### config.mk
export PLATFORM = sky130hd
export DESIGN_NAME = toy_register_stack_cpu_execute
export DESIGN_NICKNAME = d
export VERILOG_FILES = /design/src/rtl/trsc_pkg.sv /design/src/rtl/trsc_exec.sv /design/src/rtl/toy_register_stack_cpu_execute.sv
export VERILOG_INCLUDE_DIRS = /design/src /design/src/rtl
export SDC_FILE = /design/constraint.sdc
export NUM_CORES = 2
export LEC_CHECK = 0
export BUFFER_PORTS_ARGS = -buffer_cell sky130_fd_sc_hd__buf_4
export CAP_MARGIN = 20
export CORE_MARGIN = 2
export CORE_UTILIZATION = 55
export DETAILED_ROUTE_END_ITERATION = 16
export PLACE_DENSITY = 0.72
export SYNTH_ARGS = -nofsm -noshare
export SYNTH_HDL_FRONTEND = slang
export SYNTH_SLANG_ARGS = --single-unit
### constraint.sdc
create_clock -name clk -period 18.7 [get_ports clk]
set_input_delay 1.87 -clock clk [delete_from_list [all_inputs] [get_ports clk]]
set_output_delay 1.87 -clock clk [all_outputs]
set_load 0.03 [all_outputs]
### src/rtl/assert_macros.svh
// Assertion macros shared by the RTL files that carry checks.
// No dependencies; pulled in with an include where assertions are written.
`ifndef ASSERT_MACROS_SVH
`define ASSERT_MACROS_SVH

// General clocked property, disabled while reset is asserted
`define ASSERT_CLK(label, clk, rst_n, prop, msg) \
	label: assert property (@(posedge clk) disable iff (!rst_n) prop) \
		else $error(msg);

// Condition in one cycle implies a condition in the next, disabled in reset
`define ASSERT_NEXT(label, clk, rst_n, pre, post, msg) \
	label: assert property (@(posedge clk) disable iff (!rst_n) (pre) |=> (post)) \
		else $error(msg);

`endif

### src/rtl/trsc_pkg.sv
// Shared types, codes and constants of the register/stack machine execute block.
// No dependencies.
package trsc_pkg;

	localparam int STACK_DEPTH_DEF = 128;
	localparam int REG_COUNT       = 8;
	localparam int REG_IDX_W       = $clog2(REG_COUNT);

	localparam logic [REG_IDX_W-1:0] SP_INDEX = REG_IDX_W'(7);
	localparam logic [7:0]           SP_RESET = 8'd128;

	typedef logic [REG_COUNT-1:0][7:0] regfile_t;

	// Opcodes
	typedef enum logic [7:0] {
		OP_GREET     = 8'd1,
		OP_HALT      = 8'd2,
		OP_PRINT_IMM = 8'd3,
		OP_PRINT_SUM = 8'd4,
		OP_LOAD_IMM  = 8'd5,
		OP_PRINT_REG = 8'd6,
		OP_ADD       = 8'd7,
		OP_PUSH      = 8'd8,
		OP_POP       = 8'd9
	} opcode_t;

	// Result status codes
	typedef enum logic [2:0] {
		ST_NONE    = 3'd0,
		ST_PRINT   = 3'd1,
		ST_GREET   = 3'd2,
		ST_HALT    = 3'd3,
		ST_ILLEGAL = 3'd4,
		ST_HALTED  = 3'd5
	} status_t;

	// State updates produced by one executed instruction
	typedef struct packed {
		logic                 halt_set;
		logic                 reg_we;
		logic [REG_IDX_W-1:0] reg_idx;
		logic [7:0]           reg_data;
		logic                 sp_we;
		logic [7:0]           sp_data;
		logic                 stk_we;
		logic [7:0]           stk_data;
		logic [7:0]           next_addr;
		status_t              status;
		logic [8:0]           value;
	} upd_t;

	localparam regfile_t REGS_RESET = {SP_RESET, {(REG_COUNT-1){8'd0}}};

endpackage

### src/rtl/trsc_exec.sv
// Instruction decode and execute logic: turns one instruction plus current
// machine state into a set of state updates and a result. Uses trsc_pkg.
module trsc_exec (
	input  logic              halted,
	input  logic [7:0]        cur_addr,
	input  trsc_pkg::regfile_t regs,
	input  logic [7:0]        command,
	input  logic [7:0]        operand_a,
	input  logic [7:0]        operand_b,
	input  logic [7:0]        stack_rd,
	output trsc_pkg::upd_t    upd
);
	import trsc_pkg::*;

	logic [REG_IDX_W-1:0] ia;
	logic [REG_IDX_W-1:0] ib;
	logic [7:0]           sp;
	logic [7:0]           sp_dec;
	logic [1:0]           len;

	assign ia     = operand_a[REG_IDX_W-1:0];
	assign ib     = operand_b[REG_IDX_W-1:0];
	assign sp     = regs[SP_INDEX];
	assign sp_dec = sp - 8'd1;

	// Decode and execute
	always_comb begin
		upd          = '0;
		upd.status   = ST_NONE;
		len          = 2'd0;
		if (halted) begin
			upd.status = ST_HALTED;
		end else begin
			case (command)
				OP_GREET: begin
					upd.status = ST_GREET;
					len        = 2'd1;
				end
				OP_HALT: begin
					upd.status   = ST_HALT;
					upd.halt_set = 1'b1;
					len          = 2'd1;
				end
				OP_PRINT_IMM: begin
					upd.status = ST_PRINT;
					upd.value  = {1'b0, operand_a};
					len        = 2'd2;
				end
				OP_PRINT_SUM: begin
					upd.status = ST_PRINT;
					upd.value  = {1'b0, operand_a} + {1'b0, operand_b};
					len        = 2'd3;
				end
				OP_LOAD_IMM: begin
					upd.reg_we   = 1'b1;
					upd.reg_idx  = ib;
					upd.reg_data = operand_a;
					len          = 2'd3;
				end
				OP_PRINT_REG: begin
					upd.status = ST_PRINT;
					upd.value  = {1'b0, regs[ia]};
					len        = 2'd2;
				end
				OP_ADD: begin
					upd.reg_we   = 1'b1;
					upd.reg_idx  = ia;
					upd.reg_data = regs[ia] + regs[ib];
					len          = 2'd3;
				end
				OP_PUSH: begin
					// SP drops first; pushing SP stores the dropped value
					upd.sp_we    = 1'b1;
					upd.sp_data  = sp_dec;
					upd.stk_we   = 1'b1;
					upd.stk_data = (ia == SP_INDEX) ? sp_dec : regs[ia];
					len          = 2'd2;
				end
				OP_POP: begin
					// register written first, then SP bumped (pop into SP: value + 1)
					upd.reg_we   = 1'b1;
					upd.reg_idx  = ia;
					upd.reg_data = stack_rd;
					upd.sp_we    = 1'b1;
					upd.sp_data  = ((ia == SP_INDEX) ? stack_rd : sp) + 8'd1;
					len          = 2'd2;
				end
				default: begin
					upd.status   = ST_ILLEGAL;
					upd.halt_set = 1'b1;
				end
			endcase
		end
		upd.next_addr = cur_addr + {6'd0, len};
	end

endmodule

### src/rtl/toy_register_stack_cpu_execute.sv
// Channel  | Dir | Fields (low bit up)                         | Request when
// s_*      | in  | command[7:0] operand_a[15:8] operand_b[23:16] | s_tvalid & s_tready
// m_*      | out | status[2:0] print_value[11:3] next_address[19:12] | m_tvalid & m_tready
//
// One instruction per cycle sustained while the output is not stalled; a request passes
// through the input register, then the result register, before its result is valid.
// The stack read is issued as the instruction enters its input register, using
// the SP left by the instruction executing in that cycle, with write bypass.
// Reset clears registers (SP = 128), address and halt flag; the stack memory is
// not cleared. A stalled output holds the result and backs up the input side.
//
// Top level of the register/stack machine execute block.
// Depends on trsc_pkg, trsc_exec and assert_macros.svh.
`include "assert_macros.svh"

module toy_register_stack_cpu_execute #(
	parameter int STACK_DEPTH = trsc_pkg::STACK_DEPTH_DEF
) (
	input  logic        clk,
	input  logic        arst_n,
	input  logic        s_tvalid,
	output logic        s_tready,
	input  logic [23:0] s_tdata,   // command, operand_a, operand_b
	output logic        m_tvalid,
	input  logic        m_tready,
	output logic [23:0] m_tdata    // status, print_value, next_address, zero pad
);
	import trsc_pkg::*;

	localparam int AW = $clog2(STACK_DEPTH);

	// Input stage
	logic       s1_valid_q;
	logic [7:0] cmd_s1;
	logic [7:0] opa_s1;
	logic [7:0] opb_s1;
	logic [7:0] rdata_s1;
	logic       fwd_s1;
	logic [7:0] fwd_data_s1;

	// Machine state
	regfile_t   regs_q;
	regfile_t   regs_d;
	logic [7:0] iaddr_q;
	logic       halted_q;

	// Result register
	logic       m_valid_q;
	status_t    status_q;
	logic [8:0] value_q;
	logic [7:0] naddr_q;

	logic       s_fire;
	logic       exec;
	logic       out_free;
	upd_t       upd;
	logic [7:0] stack_rd;
	logic [AW-1:0] raddr;
	logic [AW-1:0] waddr;
	logic [7:0]    stack_mem [STACK_DEPTH];
	logic [AW-1:0] mod_tbl [256];

	// SP to stack index, reduced modulo the depth
	for (genvar i = 0; i < 256; i++) begin : g_mod
		assign mod_tbl[i] = AW'(i % STACK_DEPTH);
	end

	// Handshake
	assign out_free = !m_valid_q || m_tready;
	assign exec     = s1_valid_q && out_free;
	assign s_tready = !s1_valid_q || exec;
	assign s_fire   = s_tvalid && s_tready;

	assign stack_rd = fwd_s1 ? fwd_data_s1 : rdata_s1;

	trsc_exec u_exec (
		.halted    (halted_q),
		.cur_addr  (iaddr_q),
		.regs      (regs_q),
		.command   (cmd_s1),
		.operand_a (opa_s1),
		.operand_b (opb_s1),
		.stack_rd  (stack_rd),
		.upd       (upd)
	);

	// Register file after this cycle's instruction
	always_comb begin
		regs_d = regs_q;
		if (exec) begin
			if (upd.reg_we) begin
				regs_d[upd.reg_idx] = upd.reg_data;
			end
			if (upd.sp_we) begin
				regs_d[SP_INDEX] = upd.sp_data;
			end
		end
	end

	assign raddr = mod_tbl[regs_d[SP_INDEX]];
	assign waddr = mod_tbl[upd.sp_data];

	// Stack memory: write from the executing push, read for the entering item
	always_ff @(posedge clk) begin
		if (exec && upd.stk_we) begin
			stack_mem[waddr] <= upd.stk_data;
		end
		if (s_fire) begin
			rdata_s1    <= stack_mem[raddr];
			fwd_s1      <= exec && upd.stk_we && (waddr == raddr);
			fwd_data_s1 <= upd.stk_data;
		end
	end

	// Input register payload
	always_ff @(posedge clk) begin
		if (s_fire) begin
			cmd_s1 <= s_tdata[7:0];
			opa_s1 <= s_tdata[15:8];
			opb_s1 <= s_tdata[23:16];
		end
	end

	// Input valid
	always_ff @(posedge clk or negedge arst_n) begin
		if (!arst_n) begin
			s1_valid_q <= 1'b0;
		end else if (s_tready) begin
			s1_valid_q <= s_tvalid;
		end
	end

	// Machine state update
	always_ff @(posedge clk or negedge arst_n) begin
		if (!arst_n) begin
			regs_q   <= REGS_RESET;
			iaddr_q  <= 8'd0;
			halted_q <= 1'b0;
		end else if (exec) begin
			regs_q   <= regs_d;
			iaddr_q  <= upd.next_addr;
			halted_q <= halted_q || upd.halt_set;
		end
	end

	// Result valid
	always_ff @(posedge clk or negedge arst_n) begin
		if (!arst_n) begin
			m_valid_q <= 1'b0;
		end else if (out_free) begin
			m_valid_q <= s1_valid_q;
		end
	end

	// Result payload
	always_ff @(posedge clk) begin
		if (exec) begin
			status_q <= upd.status;
			value_q  <= upd.value;
			naddr_q  <= upd.next_addr;
		end
	end

	assign m_tvalid = m_valid_q;
	assign m_tdata  = {4'd0, naddr_q, value_q, status_q};

	// Checks
	`ASSERT_NEXT(a_halt_sticky, clk, arst_n, halted_q, halted_q, "halt flag cleared")
	`ASSERT_NEXT(a_halted_result, clk, arst_n, exec && halted_q,
		status_q == ST_HALTED && naddr_q == $past(iaddr_q), "halted item not ignored")
	`ASSERT_NEXT(a_push_sp, clk, arst_n, exec && !halted_q && cmd_s1 == OP_PUSH,
		regs_q[SP_INDEX] == 8'($past(regs_q[SP_INDEX]) - 8'd1), "push did not drop SP")
	`ASSERT_CLK(a_value_zero, clk, arst_n,
		m_valid_q && status_q != ST_PRINT |-> value_q == 9'd0, "value set without print")

endmodule

==> summary.md <==
| Metric | Value |
|---|---|
| Status | `complete, no violations` |
| DRT Pass-1 Iters | `5` |
| Pre-CTS setup slack | `10.79 ns` |
| Inserted Diodes | `0` |
| Final HPWL DP | `approximately 72000 µm` |
| Final setup TNS | `0 ns` |
| Vias in the first global route | `29100` |
| Clock buffer count from CTS | `115` |
| Unrepaired setup endpoints after global routing | `false` |
| Hold Buf Count CTS | `0` |
| Setup crit end | `rdata_s1[6]` |
| Top post-synthesis cells by area | `edfxtp_1 67%, nand2_1 6.4%, dfrtp_1 3.8%` |
| Crit. End Element | `register` |
| Metal-1 WL | `49000 µm` |
| Max Clk Rate | `131 MHz` |
| CTS tree | `yes` |
| Worst setup margin | `11.10 ns` |
| Post-CTS Setup Inserts | `0` |
| Final Cycle Share | `between 40% and 50%` |
| DP Area | `0.0502 mm²` |
| CP arrival | `around 8.1 ns` |
| Clock Pin Slew Worst Setup and Hold Paths | `0.06 ns` |
| Core Area | `0.0882 mm²` |
| Gpl congestion | `0.899` |
| Filler cells | `6513` |
| Final setup fails | `0` |
| Drt total wl | `123000 µm` |
| R2R Path Start | `opa_s1[0]` |
| H-tree levels | `3` |
| Post-Synthesis Mean Instance Area | `13.6 µm²` |
| Skew-Pair Late Insertion Delay | `a little over 0.7 ns` |
| Routed met3 length | `between 10000 and 15000 µm` |
| Post-synth top area share | `66.7%` |
| Layout cells sized above 1 | `11.6%` |
| Antenna-violating nets left | `0` |
| Clock skew | `roughly 0.033 ns` |
| Post-Syn Area | `0.0489 mm²` |
| Crit path max fanout | `175` |
| Initial Utilization | `55.4%` |
| Unique cell type count in the Yosys netlist | `78` |
| Ys async rst share | `under 10%` |
| Seq/Total Area, Yosys | `a little over two thirds` |
| Worst Reg-to-Reg Cells | `20` |
| Register bit count reported by yosys | `approximately 1200` |
| Iter 0 DRT Violations | `3905` |
| Global Route Usage Sum | `26.8%` |
| Highest Signal Layer | `met4` |
| Worst-Margin Slew | `1.15 ns` |
| Most common cell in the netlist | `edfxtp_1` |
| Slew margin rel. | `23.1%` |
| First-pass GRT wire length | `around 180000 µm` |
| Number of cell rows | `109` |
| Die Y | `302 µm` |
| Via density | `6.35` |
| Worst Path Required | `19.15 ns` |
| # port buffers | `49` |
| Minimum clock period after layout | `between 7 and 8 ns` |
| Die width | `302 µm` |
| Slew Viols, Final | `0` |
| Wire per inst | `25.3 µm` |
| Kind of critical path | `reg2reg` |
| Pwr dens | `94.5 mW/mm²` |
| Pwr Total | `just over 5 mW` |
| Peak supply drop | `roughly 110 µV` |
| FF-to-FF End | `rdata_s1[6]` |
| R2R Setup Slk | `11.10 ns` |
| Final hold viol count | `0` |
| Number of enable flip-flop cells after synthesis | `about 1100` |
| P&R area growth vs syn | `10.3%` |
| Top_reg_cell synth | `edfxtp_1` |
| Final instance area | `between 0.05 and 0.06 mm²` |
| Cell count after synthesis | `3594` |
| Met2 Wirelength | `57000 µm` |
| # resized after CTS | `0` |
| CTS max path bufs | `3` |
| Ys Warns | `0` |
| Worst hold path class | `reg2reg` |
| Post-synth top cells | `1085 x edfxtp_1, 834 x nand2_1, 241 x nand3_1, 188 x nor2_1, 147 x mux2i_1` |
| Vias | `30900` |
| Nets | `between 3000 and 4000` |
| DIE AREA | `0.0913 mm²` |
| CTS sink count | `1160` |
| Antenna violations before repair | `1` |
| IO Pins | `54` |
| Grt ovf | `0` |
| Static Leak | `19.1 nW` |
| DRC Markers | `0` |
| Pin count of the biggest net entering global routing | `176` |
| Largest area contributor in the netlist | `edfxtp_1` |
| Critical Path Start | `opa_s1[0]` |
| Max Cap Viol | `0` |
| Crit start category | `register` |
| Clk root buf | `clkbuf_16` |
==> final cells by class <==
class,count,area (µm²),area share (%)
multi-input cells,2189,13400,24.8
clock buffers,149,3060,5.67
well taps,1165,1460,2.70
clock inverters,64,531,0.984
flip-flops and latches,1160,34500,63.9
inverters,25,109,0.202
repair buffers,114,945,1.75
==> cell usage in the layout, fill, tap and decap left out, types with 20 or more instances in the layout <==
cell,instances
mux2i_1,147
edfxtp_1,1085
nor2_1,183
nand3_1,241
a32oi_1,57
mux4_2,32
a31oi_1,59
clkbuf_1,31
buf_4,106
and3_1,62
clkbuf_16,117
a221o_1,32
mux2_2,80
inv_1,20
a21oi_1,71
xnor2_1,21
o21ai_0,25
clkinv_1,22
nand2_1,833
a311oi_1,48
clkinv_2,26
a211oi_1,24
dfrtp_1,74
==> critical path, stage by stage, from the launching register on <==
cell	delay, ns
edfxtp_1	0.33
buf_4	0.39
mux4_2	0.55
mux2_2	0.34
ha_1	0.21
inv_1	0.08
fa_1	0.38
nand2_1	0.09
o211ai_1	0.11
a21oi_1	0.29
o31ai_1	0.10
or2_4	0.49
clkinv_8	0.61
buf_4	0.79
buf_4	0.80
mux2i_1	0.26
a32oi_1	0.11
a31oi_1	0.24
a311o_1	0.18
a21oi_1	0.13
or4b_1	0.54
==> how the worst min path moves through the flow <==
stage | from | endpoint | slack [ns] | cells after the start
2_1_floorplan | iaddr_q[0] | iaddr_q[0] | 0.45 | 2
3_3_place_gp | iaddr_q[0] | iaddr_q[0] | 0.47 | 2
3_5_place_dp | iaddr_q[0] | iaddr_q[0] | 0.47 | 2
4_1_cts | iaddr_q[0] | iaddr_q[0] | 0.48 | 2
5_1_grt | iaddr_q[7] | iaddr_q[7] | 0.51 | 1
6_report | iaddr_q[0] | iaddr_q[0] | 0.48 | 2
==> kinds of logic (layout without fill, tap and decap cells) <==
kind of cell,after synthesis,in the layout,synth area share (%)
simple gates,1423,1423,12.6
flops,1160,1160,70.5
compound gates,446,446,6.87
mux,259,259,6.33
buf+inv,248,352,2.48
xor+xnor,35,35,0.627
fa+ha+maj,22,22,0.609
other cells,1,4,0.00767
==> where the power goes <==
group / internal [mW] / switching (mW)
sequential: 2.81 / 0.00785
clock: 1.25 / 0.967
combinational: 0.0252 / 0.0430
total: 4.08 / 1.02
==> routing by layer <==
layer,vias up,GRT usage [%]
met3,289,5.03
li1,13600,-
met2,1785,40.8
met4,0,9.72
met1,15300,39.1
met5,-,0
==> state kept, by name (all words and copies together), names as in the netlist, named ones only <==
register     flops
opb_s1           8
halted_q         1
opa_s1           8
fwd_s1           1
cmd_s1           8
s1_valid_q       1
value_q          9
naddr_q          8
iaddr_q          8
rdata_s1         8
fwd_data_s1      8
m_tvalid         1
stack_mem     1024
regs_q           7
status_q         3
==> stage by stage <==
stage | instances | util, % | hold WS, ns
finish | 4866 | 61.1 | 0.483
global route | 4866 | 61.1 | 0.514
CTS | 4862 | 61.0 | 0.484
detailed placement | 4649 | 56.9 | 0.470
global placement | 4644 | 56.9 | 0.472
floorplan | 3597 | - | 0.452
Power figures use the tool's default switching activity.
